[config.mk]
export PLATFORM = sky130hd
export DESIGN_NAME = csv_status_field_parser
export DESIGN_NICKNAME = d
export VERILOG_FILES = /design/src/hdl/csvsp_pkg.sv /design/src/hdl/csv_status_field_parser.sv /design/src/hdl/csvsp_fifo.sv /design/src/hdl/csvsp_front.sv /design/src/hdl/csvsp_back.sv
export SDC_FILE = /design/constraint.sdc
export NUM_CORES = 1
export LEC_CHECK = 0
export BUFFER_PORTS_ARGS = -buffer_cell sky130_fd_sc_hd__buf_4
export CORE_MARGIN = 4
export CORE_UTILIZATION = 45
export DETAILED_ROUTE_END_ITERATION = 8
export GPL_TIMING_DRIVEN = 1
export HOLD_SLACK_MARGIN = 0.02
export SLEW_MARGIN = 30
export SYNTH_ARGS = -nofsm -noshare
export SYNTH_HDL_FRONTEND = slang
export SYNTH_SLANG_ARGS = --single-unit
[constraint.sdc]
create_clock -name clk -period 6.4 [get_ports clk]
set_clock_uncertainty 0.05 [all_clocks]
set_input_delay 0.32 -clock clk [delete_from_list [all_inputs] [get_ports clk]]
set_output_delay 0.32 -clock clk [all_outputs]
set_load 0.1 [all_outputs]
[src/hdl/csvsp_pkg.sv]
// ----------------------------------------------------------------------------
// csvsp_pkg
// Shared types and constants of the CSV status field parser.
// ----------------------------------------------------------------------------
`timescale 1ns / 1ps

package csvsp_pkg;

  // Payload widths
  localparam int BYTE_W      = 8;
  localparam int IDX_W       = 3;
  localparam int VAL_W       = 32;
  localparam int OUT_TDATA_W = 40;

  // Characters
  localparam logic [7:0] CH_COMMA = 8'h2C;
  localparam logic [7:0] CH_PLUS  = 8'h2B;
  localparam logic [7:0] CH_MINUS = 8'h2D;
  localparam logic [7:0] CH_ZERO  = 8'h30;
  localparam logic [7:0] CH_NINE  = 8'h39;
  localparam logic [7:0] CH_SPACE = 8'h20;
  localparam logic [7:0] CH_TAB   = 8'h09;
  localparam logic [7:0] CH_CR    = 8'h0D;
  localparam logic [7:0] CH_UNDER = 8'h5F;
  localparam logic [7:0] CH_B     = 8'h42;
  localparam logic [7:0] CH_E     = 8'h45;
  localparam logic [7:0] CH_F     = 8'h46;
  localparam logic [7:0] CH_G     = 8'h47;
  localparam logic [7:0] CH_O     = 8'h4F;
  localparam logic [7:0] CH_P     = 8'h50;
  localparam logic [7:0] CH_R     = 8'h52;
  localparam logic [7:0] CH_S     = 8'h53;

  // Number scanner phases
  localparam logic [1:0] PH_SPACE  = 2'd0;
  localparam logic [1:0] PH_SIGN   = 2'd1;
  localparam logic [1:0] PH_DIGITS = 2'd2;
  localparam logic [1:0] PH_DONE   = 2'd3;

  // Field values for bad fields and status words
  localparam logic [VAL_W-1:0] VAL_BAD = 32'hFFFF_FFFF;  // -1
  localparam logic [VAL_W-1:0] VAL_PO  = 32'hFFFF_FFFE;  // -2
  localparam logic [VAL_W-1:0] VAL_RE  = 32'hFFFF_FFFD;  // -3
  localparam logic [VAL_W-1:0] VAL_FE  = 32'hFFFF_FFFC;  // -4
  localparam logic [VAL_W-1:0] VAL_FB  = 32'hFFFF_FFFB;  // -5
  localparam logic [VAL_W-1:0] VAL_SE  = 32'hFFFF_FFFA;  // -6
  localparam logic [VAL_W-1:0] VAL_BEG = 32'hFFFF_FFF9;  // -7
  localparam logic [VAL_W-1:0] VAL_MAX = 32'h7FFF_FFFF;
  localparam logic [VAL_W-1:0] VAL_MIN = 32'h8000_0000;

  // Saturation bound of the magnitude (2^31) on the widened product
  localparam logic [35:0] MAG_LIMIT = 36'h0_8000_0000;

  // Characters counted per field: enough to tell zero, one..three, four plus
  localparam logic [2:0] CHARS_SAT = 3'd4;

  // Classified byte, queued between front and back
  typedef struct packed {
    logic [7:0] ch;
    logic       comma;
    logic       last;
    logic       digit;
    logic       space;
    logic       sign;
    logic       minus;
  } cmd_t;

  localparam int CMD_W = $bits(cmd_t);

endpackage

[src/hdl/csv_status_field_parser.sv]
// ----------------------------------------------------------------------------
// csv_status_field_parser
// Splits a byte stream of a sensor reply into comma separated fields and
// returns each field's index, value or status code.
// ----------------------------------------------------------------------------
//  channel | dir | tdata (low bit up)                   | tlast
//  s_axis  | in  | rx_byte[7:0]                         | last_byte
//  m_axis  | out | field_index[2:0], field_value[34:3],  | record_end
//          |     | zero pad [39:35]                     |
//
//  One byte per cycle is accepted while the queue has room. The field
//  engine takes in each byte and, after taking a last byte, closes the
//  record in a further step while that byte is still held in the queue.
//  Each closed field waits in one output register; a full register stalls
//  the engine at its next close, and the QUEUE_DEPTH deep queue absorbs input.
//  rst is synchronous and clears the queue, field state and output valid.
// ----------------------------------------------------------------------------
`timescale 1ns / 1ps

module csv_status_field_parser #(
  parameter int FIELD_LIMIT = 8,
  parameter int QUEUE_DEPTH = 4
) (
  input  logic        clk,
  input  logic        rst,
  input  logic        s_tvalid,
  output logic        s_tready,
  input  logic [7:0]  s_tdata,   // rx_byte[7:0]
  input  logic        s_tlast,
  output logic        m_tvalid,
  input  logic        m_tready,
  output logic [39:0] m_tdata,   // field_index[2:0], field_value[34:3], pad
  output logic        m_tlast
);

  csvsp_pkg::cmd_t              front_cmd;
  csvsp_pkg::cmd_t              back_cmd;
  logic [csvsp_pkg::CMD_W-1:0]  q_rd;
  logic                         q_push;
  logic                         q_pop;
  logic                         q_full;
  logic                         q_valid;
  logic                         second_step;

  // Classify incoming beats
  csvsp_front u_front (
    .s_tvalid  (s_tvalid),
    .s_tready  (s_tready),
    .rx_byte   (s_tdata),
    .last_byte (s_tlast),
    .q_full    (q_full),
    .q_push    (q_push),
    .cmd       (front_cmd)
  );

  // Decouple classifier from field engine
  csvsp_fifo #(
    .WIDTH (csvsp_pkg::CMD_W),
    .DEPTH (QUEUE_DEPTH)
  ) u_queue (
    .clk     (clk),
    .rst     (rst),
    .push    (q_push),
    .wr_data (front_cmd),
    .full    (q_full),
    .pop     (q_pop),
    .rd_data (q_rd),
    .valid   (q_valid)
  );

  assign back_cmd = csvsp_pkg::cmd_t'(q_rd);

  // Scan fields and drive results
  csvsp_back #(
    .FIELD_LIMIT (FIELD_LIMIT)
  ) u_back (
    .clk         (clk),
    .rst         (rst),
    .q_valid     (q_valid),
    .cmd         (back_cmd),
    .q_pop       (q_pop),
    .second_step (second_step),
    .m_tvalid    (m_tvalid),
    .m_tready    (m_tready),
    .m_tdata     (m_tdata),
    .m_tlast     (m_tlast)
  );

  // A stalled input side means the engine has queued work
  a_full_has_work: assert property (@(posedge clk) disable iff (rst)
    !s_tready |-> q_valid)
    else $error("queue full but engine sees no command");

  // The record-closing step works on a command still held in the queue
  a_second_held: assert property (@(posedge clk) disable iff (rst)
    second_step |-> q_valid)
    else $error("record close step without a queued command");

  // An accepted beat is queued on the next cycle
  a_beat_queued: assert property (@(posedge clk) disable iff (rst)
    (s_tvalid && s_tready) |=> q_valid)
    else $error("accepted beat missing from queue");

endmodule

[src/hdl/csvsp_fifo.sv]
// ----------------------------------------------------------------------------
// csvsp_fifo
// Small register queue between the classifier and the field engine.
// ----------------------------------------------------------------------------
`timescale 1ns / 1ps

module csvsp_fifo #(
  parameter int WIDTH = 14,
  parameter int DEPTH = 4
) (
  input  logic             clk,
  input  logic             rst,
  input  logic             push,
  input  logic [WIDTH-1:0] wr_data,
  output logic             full,
  input  logic             pop,
  output logic [WIDTH-1:0] rd_data,
  output logic             valid
);

  localparam int PTR_W = (DEPTH > 1) ? $clog2(DEPTH) : 1;
  localparam int CNT_W = $clog2(DEPTH + 1);
  localparam logic [PTR_W-1:0] PTR_LAST = PTR_W'(DEPTH - 1);
  localparam logic [CNT_W-1:0] CNT_FULL = CNT_W'(DEPTH);

  logic [WIDTH-1:0] slots [DEPTH];
  logic [PTR_W-1:0] wr_ptr;
  logic [PTR_W-1:0] rd_ptr;
  logic [CNT_W-1:0] count;

  assign full    = (count == CNT_FULL);
  assign valid   = (count != '0);
  assign rd_data = slots[rd_ptr];

  // Store a beat
  always_ff @(posedge clk) begin
    if (push) begin
      slots[wr_ptr] <= wr_data;
    end
  end

  // Advance pointers and count
  always_ff @(posedge clk) begin
    if (rst) begin
      wr_ptr <= '0;
      rd_ptr <= '0;
      count  <= '0;
    end else begin
      if (push) begin
        wr_ptr <= (wr_ptr == PTR_LAST) ? '0 : wr_ptr + 1'b1;
      end
      if (pop) begin
        rd_ptr <= (rd_ptr == PTR_LAST) ? '0 : rd_ptr + 1'b1;
      end
      if (push && !pop) begin
        count <= count + 1'b1;
      end else if (pop && !push) begin
        count <= count - 1'b1;
      end
    end
  end

endmodule

[src/hdl/csvsp_front.sv]
// ----------------------------------------------------------------------------
// csvsp_front
// Input side: accepts bytes and classifies each into a queue command.
// ----------------------------------------------------------------------------
`timescale 1ns / 1ps

module csvsp_front (
  input  logic              s_tvalid,
  output logic              s_tready,
  input  logic [7:0]        rx_byte,
  input  logic              last_byte,
  input  logic              q_full,
  output logic              q_push,
  output csvsp_pkg::cmd_t   cmd
);

  // Accept whenever the queue has room
  assign s_tready = !q_full;
  assign q_push   = s_tvalid && !q_full;

  // Classify the byte
  always_comb begin
    cmd.ch    = rx_byte;
    cmd.last  = last_byte;
    cmd.comma = (rx_byte == csvsp_pkg::CH_COMMA);
    cmd.digit = (rx_byte >= csvsp_pkg::CH_ZERO) && (rx_byte <= csvsp_pkg::CH_NINE);
    cmd.space = (rx_byte == csvsp_pkg::CH_SPACE) ||
                ((rx_byte >= csvsp_pkg::CH_TAB) && (rx_byte <= csvsp_pkg::CH_CR));
    cmd.minus = (rx_byte == csvsp_pkg::CH_MINUS);
    cmd.sign  = (rx_byte == csvsp_pkg::CH_PLUS) || cmd.minus;
  end

endmodule

[src/hdl/csvsp_back.sv]
// ----------------------------------------------------------------------------
// csvsp_back
// Field engine: scans queued bytes, closes fields and drives result beats.
// ----------------------------------------------------------------------------
`timescale 1ns / 1ps

module csvsp_back #(
  parameter int FIELD_LIMIT = 8
) (
  input  logic                                 clk,
  input  logic                                 rst,
  input  logic                                 q_valid,
  input  csvsp_pkg::cmd_t                      cmd,
  output logic                                 q_pop,
  output logic                                 second_step,
  output logic                                 m_tvalid,
  input  logic                                 m_tready,
  output logic [csvsp_pkg::OUT_TDATA_W-1:0]    m_tdata,
  output logic                                 m_tlast
);

  localparam int CNT_W = (FIELD_LIMIT > 1) ? $clog2(FIELD_LIMIT) : 1;
  localparam logic [CNT_W-1:0] CNT_LAST = CNT_W'(FIELD_LIMIT - 1);

  // Field state
  logic [2:0]                     chars;
  logic [7:0]                     c0;
  logic [7:0]                     c1;
  logic [7:0]                     c2;
  logic [1:0]                     phase;
  logic                           negative;
  logic [31:0]                    magnitude;
  logic                           overflowed;
  logic [CNT_W-1:0]               counter;
  logic                           second;

  logic                           out_free;
  logic                           do_close;
  logic                           close_end;
  logic                           step;
  logic [35:0]                    prod;
  logic                           prod_sat;
  logic                           bad;
  logic [csvsp_pkg::VAL_W-1:0]    status_val;
  logic [csvsp_pkg::VAL_W-1:0]    value;
  logic [CNT_W+2:0]               idx_ext;

  assign second_step = second;
  assign out_free    = !m_tvalid || m_tready;

  // First step of a comma closes a field; the second step closes the record
  assign close_end = second;
  assign do_close  = second || cmd.comma;
  assign step      = q_valid && (!do_close || out_free);
  assign q_pop     = step && (second || !cmd.last);

  // Multiply-add of one digit: m*10 + d
  assign prod     = ({4'b0, magnitude} << 3) + ({4'b0, magnitude} << 1) +
                    {32'b0, cmd.ch[3:0]};
  assign prod_sat = (prod > csvsp_pkg::MAG_LIMIT);

  // Status word from the first three characters of a field of four or more
  always_comb begin
    status_val = csvsp_pkg::VAL_BAD;
    if (chars == csvsp_pkg::CHARS_SAT) begin
      if (c0 == csvsp_pkg::CH_P && c1 == csvsp_pkg::CH_UNDER && c2 == csvsp_pkg::CH_O) begin
        status_val = csvsp_pkg::VAL_PO;
      end else if (c0 == csvsp_pkg::CH_R && c1 == csvsp_pkg::CH_UNDER &&
                   c2 == csvsp_pkg::CH_E) begin
        status_val = csvsp_pkg::VAL_RE;
      end else if (c0 == csvsp_pkg::CH_F && c1 == csvsp_pkg::CH_UNDER &&
                   c2 == csvsp_pkg::CH_E) begin
        status_val = csvsp_pkg::VAL_FE;
      end else if (c0 == csvsp_pkg::CH_F && c1 == csvsp_pkg::CH_UNDER &&
                   c2 == csvsp_pkg::CH_B) begin
        status_val = csvsp_pkg::VAL_FB;
      end else if (c0 == csvsp_pkg::CH_S && c1 == csvsp_pkg::CH_UNDER &&
                   c2 == csvsp_pkg::CH_E) begin
        status_val = csvsp_pkg::VAL_SE;
      end else if (c0 == csvsp_pkg::CH_B && c1 == csvsp_pkg::CH_E &&
                   c2 == csvsp_pkg::CH_G) begin
        status_val = csvsp_pkg::VAL_BEG;
      end
    end
  end

  // Value of the field being closed
  assign bad = (chars == 3'd0) || (c0 > csvsp_pkg::CH_NINE);
  always_comb begin
    if (bad) begin
      value = status_val;
    end else if (negative) begin
      value = overflowed ? csvsp_pkg::VAL_MIN : (32'd0 - magnitude);
    end else if (overflowed || magnitude[31]) begin
      value = csvsp_pkg::VAL_MAX;
    end else begin
      value = magnitude;
    end
  end

  assign idx_ext = {3'b000, counter};

  // Scan, close and result register
  always_ff @(posedge clk) begin
    if (rst) begin
      m_tvalid   <= 1'b0;
      second     <= 1'b0;
      counter    <= '0;
      chars      <= '0;
      c0         <= '0;
      c1         <= '0;
      c2         <= '0;
      phase      <= csvsp_pkg::PH_SPACE;
      negative   <= 1'b0;
      magnitude  <= '0;
      overflowed <= 1'b0;
    end else begin
      // Load a closed field, or retire the beat the receiver took
      if (step && do_close) begin
        m_tvalid <= 1'b1;
      end else if (m_tready) begin
        m_tvalid <= 1'b0;
      end
      if (step) begin
        second <= !second && cmd.last;
        if (do_close) begin
          // Emit the field and clear it
          m_tdata    <= {5'b0, value, idx_ext[2:0]};
          m_tlast    <= close_end;
          chars      <= '0;
          c0         <= '0;
          c1         <= '0;
          c2         <= '0;
          phase      <= csvsp_pkg::PH_SPACE;
          negative   <= 1'b0;
          magnitude  <= '0;
          overflowed <= 1'b0;
          if (close_end) begin
            counter <= '0;
          end else if (counter != CNT_LAST) begin
            counter <= counter + 1'b1;
          end
        end else begin
          // Take the byte into the field
          case (chars)
            3'd0:    c0 <= cmd.ch;
            3'd1:    c1 <= cmd.ch;
            3'd2:    c2 <= cmd.ch;
            default: ;
          endcase
          if (chars != csvsp_pkg::CHARS_SAT) begin
            chars <= chars + 1'b1;
          end
          case (phase)
            csvsp_pkg::PH_SPACE: begin
              if (cmd.space) begin
                phase <= csvsp_pkg::PH_SPACE;
              end else if (cmd.sign) begin
                negative <= cmd.minus;
                phase    <= csvsp_pkg::PH_SIGN;
              end else if (cmd.digit) begin
                phase     <= csvsp_pkg::PH_DIGITS;
                magnitude <= prod_sat ? csvsp_pkg::VAL_MIN : prod[31:0];
                if (prod_sat) begin
                  overflowed <= 1'b1;
                end
              end else begin
                phase <= csvsp_pkg::PH_DONE;
              end
            end
            csvsp_pkg::PH_SIGN, csvsp_pkg::PH_DIGITS: begin
              if (cmd.digit) begin
                phase     <= csvsp_pkg::PH_DIGITS;
                magnitude <= prod_sat ? csvsp_pkg::VAL_MIN : prod[31:0];
                if (prod_sat) begin
                  overflowed <= 1'b1;
                end
              end else begin
                phase <= csvsp_pkg::PH_DONE;
              end
            end
            default: begin
              phase <= csvsp_pkg::PH_DONE;
            end
          endcase
        end
      end
    end
  end

endmodule
# Word-level counts from Yosys, hierarchy flattened
# Memories as Yosys holds them, arrays and structs flattened. A register that Yosys moved wholly into a read port is not among the register bits.
# Cells that the tools add are included.
# op_classes
addsub,9
n_lt_le_gt_ge,6
eq_ne,28
mux,52
bitwise_logic,1
reduce_logical,57
# op_table
cell,count
32-bit two-way mux,15
8-bit by 7-bit equality test with 1-bit output (second input constant),11
32-bit one-hot mux with 2 select lines,1
8-bit two-way mux,6
35-bit by 33-bit adder with 36-bit output,1
36-bit by 4-bit adder with 36-bit output,1
36-bit by 32-bit > comparator with 1-bit output (second input constant),1
8-bit by 6-bit equality test with 1-bit output (second input constant),4
1-bit by 32-bit subtractor with 32-bit output (first input constant),1
3-bit two-way mux,7
1-bit logical AND,20
2-bit nonzero test,9
1-bit two-way mux,14
2-bit two-way mux,7
3-bit by 1-bit adder with 3-bit output (second input constant),3
8-bit by 4-bit greater-or-equal comparator with 1-bit output (second input constant),1
8-bit by 6-bit greater-or-equal comparator with 1-bit output (second input constant),1
8-bit by 6-bit > comparator with 1-bit output (second input constant),1
8-bit by 4-bit less-or-equal comparator with 1-bit output (second input constant),1
8-bit by 6-bit less-or-equal comparator with 1-bit output (second input constant),1
1-bit logical OR,8
2-bit AND reduction,4
4-bit AND reduction,2
1-bit logical NOT,7
18 further kinds,26
# word_totals
ff_bits,111
ramBits,56
word_cells,170
n_memories,1
# mem_list
memory,depth,word_bits,read_ports,rd_clocked_by_memory_dff,wr,line_no,text
u_queue.slots,4,14,1,1,1,csvsp_fifo.sv:26,logic [WIDTH-1:0] slots [DEPTH];

# Logic depth before layout (Yosys ltp)
# Gate-level depths: netlist of the first run.
# depth
word_depth,11
mapped_depth,18
mapped_depth_nobuf,15

# By module
# Synthesis of the first run repeated with hierarchy kept, for this count alone.
# hier_totals
cells_unflattened,1097
area_unflattened_um2,10383.7
# modules_own_cells
mod,n_inst,cells_each,area_per_inst_um2,seq_area_each_um2
csvsp_back,1,952,7694.9,2442.3
csvsp_fifo,1,117,2489.9,1861.8
csvsp_front,1,28,198.9,0.0

# Least setup slack after synthesis of the first run
# Ideal clock, no wire load.
# synth_timing
path_kind,reg-to-reg
start,register (tool-made name)
end,register u_back.magnitude[21]
setup_time_ps,59
t_arrival_ps,5359
required_time_ps,6291
path_slack_ps,931
path_stages_with_launch,17
path_cell_list,dfxtp_1 clkbuf_1 buf_1 mux4_2 inv_1 fa_1 fa_1 inv_1 or3_1 or4_1 or4_1 or4b_1 nor4_1 nand4_1 a211oi_1 buf_2 a22o_1
# synth_rtl
element,line_no,text
end signal: assignment,csvsp_back.sv:163,magnitude <= prod_sat ? csvsp_pkg::VAL_MIN : prod[31:0];
end signal: assignment,csvsp_back.sv:174,magnitude <= prod_sat ? csvsp_pkg::VAL_MIN : prod[31:0];
end: declaration,csvsp_back.sv:32,logic [31:0] magnitude;

==> results of run 1 <==
==> timing repair <==
item,4_1_cts,5_1_grt
endpoints found under the hold margin,0,2
buffers inserted,0,0
hold buffers,0,1
==> report_power, final <==
part	internal, mW	leakage, nW	switching, mW
Sequential	1.34	1.44	0.102
Combinational	0.482	2.58	1.14
Clock	0.526	0.288	0.499
Total	2.35	4.30	1.74
==> registers in the layout, indices dropped and copies added, names as in the netlist, named ones only <==
register	flops
u_back.m_tvalid	1
u_back.c2	8
u_back.m_tdata	35
u_queue.rd_ptr	2
u_back.magnitude	32
u_queue.count	3
u_queue.wr_ptr	2
u_back.c1	8
u_back.counter	3
u_back.negative	1
u_queue.slots	56
u_back.c0	8
u_back.chars	3
u_back.m_tlast	1
u_back.second_step	1
u_back.phase	2
u_back.overflowed	1
==> worst min-delay path by stage <==
stage | startpoint | end | slack, ns | cells after the start
after floorplan | u_back.second_step | u_back.m_tlast | 0.36 | 0
after global placement | u_back.counter[1] | u_back.m_tdata[1] | 0.40 | 0
after detailed placement | u_back.counter[1] | u_back.m_tdata[1] | 0.41 | 0
after CTS | s_tlast | u_queue.slots[2][4] | 0.02 | 1
after global routing | s_tdata[4] | u_queue.slots[2][10] | 0.03 | 1
final | s_tdata[6] | u_queue.slots[3][12] | 0.04 | 1
==> routing by layer <==
metal / share of wire [%] / vias up / routed length [µm]
met5: 0.053 / - / 13
met4: 1.5 / 2 / 358
met3: 4.5 / 29 / 1100
met2: 46 / 181 / 11100
met1: 48 / 3745 / 11800
li1: - / 3869 / -
==> area by class of cell <==
cell class | instances | area (µm²)
Clock buffer | 17 | 425
Clock inverter | 15 | 168
Fill cell | 1972 | 10200
Inverter | 28 | 105
Multi-Input combinational cell | 756 | 5260
Sequential cell | 169 | 4300
Tap cell | 275 | 344
Timing Repair Buffer | 61 | 460
==> cell families (layout without fill, tap and decap cells) <==
| family | count (synthesis) | after routing | synth area share (%) |
|---|---|---|---|
| fa+ha+maj | 81 | 81 | 10.5 |
| flops | 169 | 169 | 43.6 |
| xor+xnor | 28 | 28 | 2.48 |
| compound gates | 267 | 267 | 18.2 |
| simple gates | 355 | 355 | 17.9 |
| mux | 20 | 20 | 3.80 |
| buf+inv | 85 | 121 | 3.56 |
| other cells | 1 | 5 | 0.0380 |
==> cells in the final DEF, fill, tap and decap left out, types with 6 or more instances in the layout <==
cell / n
sky130_fd_sc_hd__nor2_1: 131
sky130_fd_sc_hd__edfxtp_1: 92
sky130_fd_sc_hd__ha_1: 78
sky130_fd_sc_hd__dfxtp_1: 77
sky130_fd_sc_hd__nand2_1: 67
sky130_fd_sc_hd__a21oi_1: 61
sky130_fd_sc_hd__buf_4: 60
sky130_fd_sc_hd__o21ai_0: 47
sky130_fd_sc_hd__nor3_1: 30
sky130_fd_sc_hd__a22o_1: 30
sky130_fd_sc_hd__a31oi_1: 29
sky130_fd_sc_hd__inv_1: 28
sky130_fd_sc_hd__xnor2_1: 18
sky130_fd_sc_hd__nor4_1: 17
sky130_fd_sc_hd__clkbuf_16: 17
sky130_fd_sc_hd__o311ai_0: 15
sky130_fd_sc_hd__mux4_2: 14
sky130_fd_sc_hd__nand2b_1: 13
sky130_fd_sc_hd__nand4_1: 13
sky130_fd_sc_hd__nand3_1: 11
sky130_fd_sc_hd__or3_1: 10
sky130_fd_sc_hd__xor2_1: 10
sky130_fd_sc_hd__o211ai_1: 9
sky130_fd_sc_hd__o21ai_1: 8
sky130_fd_sc_hd__a221o_1: 8
sky130_fd_sc_hd__and2_1: 7
sky130_fd_sc_hd__o21a_1: 7
sky130_fd_sc_hd__a211oi_1: 7
sky130_fd_sc_hd__or4_1: 6
sky130_fd_sc_hd__and3_1: 6
sky130_fd_sc_hd__nor2b_1: 6
sky130_fd_sc_hd__a21o_1: 6
sky130_fd_sc_hd__a22oi_1: 6
sky130_fd_sc_hd__mux2i_1: 6
sky130_fd_sc_hd__inv_8: 6
==> through the flow <==
stage / setup WS, ns / total power, mW / utilization, %
detailed placement: 0.858 / 3.09 / 49.1
global route: 0.358 / 4.32 / 52.0
finish: 0.759 / 4.09 / 52.0
CTS: 0.793 / 4.11 / 51.9
global placement: 1.00 / 3.07 / 49.1
floorplan: 0.931 / 2.67 / -
==> results.md, run 1 <==
| Metric | Value |
|:---|:---|
| Status | finished, final reports clean |
| Top Family by Delay on Critical Path | compound AO/OA/AOI/OAI gates |
| Final-report hold violation count | 0 |
| Mean routed wirelength per cell | 18.4 µm |
| Category of the critical setup timing path | reg2reg |
| Count of distinct cell types in the synthesized netlist | 72 |
| Worst EP required | 6.73 ns |
| Post-Route Setup TNS | 0 ns |
| First DRT Iteration DRCs | 459 |
| Die Ht | 156 µm |
| Cell type of the slowest stage on the worst timing path | sky130_fd_sc_hd__or4b_1 |
| Unrepaired setup endpoints after global routing | false |
| Most used flip-flop cell after synthesis | sky130_fd_sc_hd__edfxtp_1 |
| Setup slack on the worst flop-to-flop path | 0.76 ns |
| Post-layout instance area | 11,100 µm² |
| Highest net fanout along the worst path | 22 |
| Initial antenna violation count | 1 |
| Transition time at the pin with the least slew margin | 0.782 ns |
| CTS sink count | 169 |
| Total clock buffers created by CTS | 17 |
| Layout cell share with drive strength beyond 1 | 12.4% |
| Share of the cycle needed by the critical path after routing | 88.1% |
| Fraction of met3 tracks used by global routing | 3.77% |
| Cell-by-cell listing of the critical path | mux4_2 > inv_1 > fa_1 > fa_1 > nand2b_1 > a21oi_1 > o21ai_0 > o221ai_1 > xor2_1 > or4b_1 > nor4_1 > nand4_1 > a211oi_4 > buf_4 > a22o_1 |
| Root buffer selected by CTS | sky130_fd_sc_hd__clkbuf_16 |
| Remaining antenna violation count | 0 |
| End point of the critical path | u_back.magnitude[22] |
| Yosys synthesis warning count | 0 |
| Ys async rst share | 0% |
| Number of global-route vias before repair | 7,345 |
| Number of cells upsized or downsized after cts | 0 |
| Starting utilization of the core area | 46.4% |
| I/O pins | 56 |
| Die Outline Area | 24,400 µm² |
| Max_slew headroom | 47.7% |
| Number of cells on the worst reg-to-reg path | 15 |
| Hold Slack | 0.0410 ns |
| Remaining global-route overflow | 0 |
| Portion of the post-synthesis area used by sequential elements | 43.6% |
| Post-placement cell count | 1,288 |
| Global routing met2 resource utilization | 31.3% |
| Power per standard cell area | 370 nW/µm² |
| Global-route wire length before repair | 39.4 mm |
| Via-per-instance ratio | 5.92 |
| Layout overhead on the synthesized area | 12.1% |
| Post-detailed-placement half-perimeter wirelength | 17.8 mm |
| Synth Register Bits | 169 |
| Routability-driven placement congestion ratio | 0.828 |
| Final setup fails | 0 |
| Router iterations before antenna repair | 5 |
| Mean cell area of the mapped netlist | 9.82 µm² |
| Largest area contributor in the synthesized netlist | sky130_fd_sc_hd__edfxtp_1 |
| Number of antenna cells inserted | 0 |
| Post-detailed-placement cell area | 10,500 µm² |
| Crit. End Element | flop |
| Worst reg2reg endpoint | u_back.magnitude[22] |
| Peak per-stage delay on the critical path | 0.57 ns |
| Number of buffer and inverter instances along the worst setup path | 2 |
| Cell Rows | 53 |
| Count of buffers inserted at the top-level ports | 50 |
| Worst path most repeated cell | sky130_fd_sc_hd__fa_1 |
| Largest net degree at the start of global routing | 46 |
| Latest clock arrival within the worst-skew pair | 0.44 ns |
| CTS H-tree depth | 4 |
| DRC Markers | 0 |
| Data arrival time of the critical path | 5.97 ns |
| Horiz. Die Dim | 156 µm |
| Total via count after detailed routing | 7,826 |
| F_max | 0.177 GHz |
| Detailed Route WL | 24.4 mm |
| Met1 usage | 29.0% |
| Share of the synthesized area in the top cell type | 28.0% |
| Synth Cell Area | 9880 µm² |
| Core area | 21,300 µm² |
| Launching element type of the critical path | flop |
| Global router's overall resource usage | 20.1% |
| Clock tree from TritonCTS | done |
| Final standard cell count with taps included and fillers excluded | 1,321 |
| Number of logic stages on the critical path including buffering | 15 |
| Max rail drop VDD | 0.224 mV |
| Period minus WS final | 5.64 ns |
| Final Net Count | 1,127 |
| Number of flops mapped to enable cells by yosys | 92 |
| Number of instances in the synthesized netlist | 1,006 |
| Most frequently used cell type in the post-synthesis netlist | sky130_fd_sc_hd__nor2_1 |
| Clock slew at reported path FFs | 0.08 ns |
| Top cell types by occurrence after synthesis | sky130_fd_sc_hd__nor2_1, sky130_fd_sc_hd__edfxtp_1, sky130_fd_sc_hd__ha_1, sky130_fd_sc_hd__dfxtp_1, sky130_fd_sc_hd__nand2_1 |
| Lkg Pwr | 4.30 nW |
| Layer with the highest usage | met2 |
| Final max-slew violation count | 0 |
| Area contributors post-synth | sky130_fd_sc_hd__edfxtp_1, sky130_fd_sc_hd__dfxtp_1, sky130_fd_sc_hd__ha_1 |
| Max-cap violations | 0 |
| Number of buffers on the longest clock path | 2 |
| Class of the tightest hold or removal check | in2reg |
No activity file was read; power rests on OpenSTA's default activity.
==> run 2: changes to the inputs <==
clock period = 5.8 ns   (was 6.4 ns; I/O delays follow)
==> results.md, run 2 (same netlist as run 1, synthesis figures left out) <==
| Metric | Value | vs previous |
|:---|:---|:---|
| Status | finished, final reports clean | unchanged |
| Post-detailed-placement cell area | 10,500 µm² | about the same |
| Class of the tightest hold or removal check | in2reg | unchanged |
| Post-detailed-placement half-perimeter wirelength | 17.6 mm | was 17.8 mm |
| Number of buffers on the longest clock path | 2 | unchanged |
| Lkg Pwr | 4.34 nW | was 4.30 nW |
| Latest clock arrival within the worst-skew pair | 0.43 ns | was 0.44 ns |
| Router iterations before antenna repair | 5 | unchanged |
| Post-layout instance area | 11,200 µm² | was 11,100 µm² |
| Unrepaired setup endpoints after global routing | false | unchanged |
| CTS sink count | 169 | unchanged |
| End point of the critical path | u_back.magnitude[1] | was u_back.magnitude[22] |
| Global router's overall resource usage | 19.8% | was 20.1% |
| Remaining antenna violation count | 0 | unchanged |
| Final-report hold violation count | 0 | unchanged |
| DRC Markers | 0 | unchanged |
| Max rail drop VDD | 0.232 mV | was 0.224 mV |
| Highest net fanout along the worst path | 30 | was 22 |
| First DRT Iteration DRCs | 607 | was 459 |
| Routability-driven placement congestion ratio | 0.857 | was 0.828 |
| Total via count after detailed routing | 7,806 | was 7,826 |
| Max_slew headroom | 36.3% | was 47.7% |
| Launching element type of the critical path | flop | unchanged |
| Worst reg2reg endpoint | u_back.magnitude[1] | was u_back.magnitude[22] |
| Crit. End Element | flop | unchanged |
| I/O pins | 56 | unchanged |
| Count of buffers inserted at the top-level ports | 50 | unchanged |
| Power per standard cell area | 406 nW/µm² | was 370 nW/µm² |
| Transition time at the pin with the least slew margin | 0.949 ns | was 0.782 ns |
| Largest net degree at the start of global routing | 46 | unchanged |
| Worst EP required | 6.13 ns | was 6.73 ns |
| Number of antenna cells inserted | 0 | unchanged |
| Via-per-instance ratio | 5.88 | was 5.92 |
| Registers with the highest flip-flop counts | u_queue.slots: 56 flops, u_back.m_tdata: 35 flops, u_back.magnitude: 32 flops | unchanged |
| Share of the cycle needed by the critical path after routing | 91.7% | was 88.1% |
| Leading cell type in the layout, fill and taps excluded | sky130_fd_sc_hd__nor2_1 | unchanged |
| Core area | 21,300 µm² | unchanged |
| F_max | 0.188 GHz | was 0.177 GHz |
| Initial antenna violation count | 0 | was 1 |
| Cell Rows | 53 | unchanged |
| Filler cell count | 1,949 | was 1,972 |
| Number of setup buffers added after CTS | 0 | unchanged |
| Cts-stage hold buffer count | 5 | was 0 |
| Root buffer selected by CTS | sky130_fd_sc_hd__clkbuf_16 | unchanged |
| Mean routed wirelength per cell | 18.3 µm | was 18.4 µm |
| Number of flip-flops under the largest register name | 56 | unchanged |
| Starting utilization of the core area | 46.4% | unchanged |
| Die Ht | 156 µm | unchanged |
| Clock tree from TritonCTS | done | unchanged |
| Most used cells in the layout excluding fill and tap cells | sky130_fd_sc_hd__nor2_1, sky130_fd_sc_hd__edfxtp_1, sky130_fd_sc_hd__ha_1 | unchanged |
| Detailed Route WL | 24.3 mm | was 24.4 mm |
| Die Outline Area | 24,400 µm² | unchanged |
| Category of the critical setup timing path | reg2reg | unchanged |
| CTS H-tree depth | 4 | unchanged |
| Number of global-route vias before repair | 7,213 | was 7,345 |
| Layout cell share with drive strength beyond 1 | 12.5% | was 12.4% |
| Remaining global-route overflow | 0 | unchanged |
| Final setup fails | 0 | unchanged |
| Number of cells on the worst reg-to-reg path | 14 | was 15 |
| Global-route wire length before repair | 38.9 mm | was 39.4 mm |
| Max-cap violations | 0 | unchanged |
| Data arrival time of the critical path | 5.65 ns | was 5.97 ns |
| Post-Route Setup TNS | 0 ns | unchanged |
| Final max-slew violation count | 0 | unchanged |
| Number of cells upsized or downsized after cts | 0 | unchanged |
| Clock slew at reported path FFs | 0.08 ns | about the same |
| Total clock buffers created by CTS | 17 | unchanged |
| Period minus WS final | 5.32 ns | was 5.64 ns |
| Setup slack on the worst flop-to-flop path | 0.48 ns | was 0.76 ns |
| Horiz. Die Dim | 156 µm | unchanged |
| Biggest register | u_queue.slots | unchanged |
| Layout overhead on the synthesized area | 12.9% | was 12.1% |
| Final Net Count | 1,133 | was 1,127 |
[run 2: where the power goes]
part           total, mW  switching, mW  internal [mW]  leakage (nW)
logic               1.77           1.24          0.533          2.61
registers           1.60          0.115           1.48          1.44
clock network       1.16          0.570          0.590         0.299
total               4.53           1.92           2.61          4.34
[run 2: stage by stage]
stage / hold WS (ns) / util [%] / worst slack (ns) / power, mW / std cells
floorplan: 0.339 / - / 0.331 / 2.94 / 1010
global placement: 0.407 / 49.2 / 0.636 / 3.38 / 1290
detailed placement: 0.402 / 49.2 / 0.527 / 3.39 / 1290
CTS: 0.0295 / 52.4 / 0.502 / 4.56 / 1327
global route: 0.0413 / 52.4 / 0.260 / 4.78 / 1327
finish: 0.0442 / 52.4 / 0.480 / 4.53 / 1327
[run 2: worst min-delay path by stage]
stage                      startpoint                    to  depth (start not counted)  slack [ns]
global route               s_tdata[0]   u_queue.slots[3][6]                          1        0.04
finish                     s_tdata[0]   u_queue.slots[2][6]                          1        0.04
detailed placement  u_back.counter[2]     u_back.m_tdata[2]                          0        0.40
floorplan                  s_tdata[4]  u_queue.slots[0][10]                          0        0.34
global placement    u_back.counter[2]     u_back.m_tdata[2]                          0        0.41
CTS                        s_tdata[0]   u_queue.slots[2][6]                          1        0.03
[run 2: final cells by class]
cell class	instances	area, µm²	area share (%)
timing repair buffer	67	515	4.62
sequential	169	4300	38.6
clock buffer	17	425	3.82
tap	275	344	3.09
clock inverter	15	191	1.72
inverter	28	105	0.943
multi-input combinational	756	5270	47.2
[run 2: critical path, cell delays in order (launching register included)]
cell and delay, ns:
sky130_fd_sc_hd__dfxtp_1 0.44, sky130_fd_sc_hd__mux4_2 0.55, sky130_fd_sc_hd__inv_1 0.09, sky130_fd_sc_hd__fa_1 0.46
sky130_fd_sc_hd__fa_1 0.55, sky130_fd_sc_hd__inv_1 0.05, sky130_fd_sc_hd__or3_1 0.30, sky130_fd_sc_hd__or4_1 0.48
sky130_fd_sc_hd__or4_1 0.42, sky130_fd_sc_hd__or4b_1 0.53, sky130_fd_sc_hd__nor4_1 0.26, sky130_fd_sc_hd__nand4_1 0.25
sky130_fd_sc_hd__a211oi_4 0.28, sky130_fd_sc_hd__buf_4 0.34, sky130_fd_sc_hd__a22o_1 0.20
[run 2: routing by layer]
metal | global-route usage [%] | wire [µm] | vias to the layer above
li1 | - | - | 3885
met3 | 2.61 | 1060 | 17
met5 | 0 | 0 | -
met1 | 29.9 | 12100 | 3719
met2 | 29.9 | 10800 | 185
met4 | 5.74 | 332 | 0
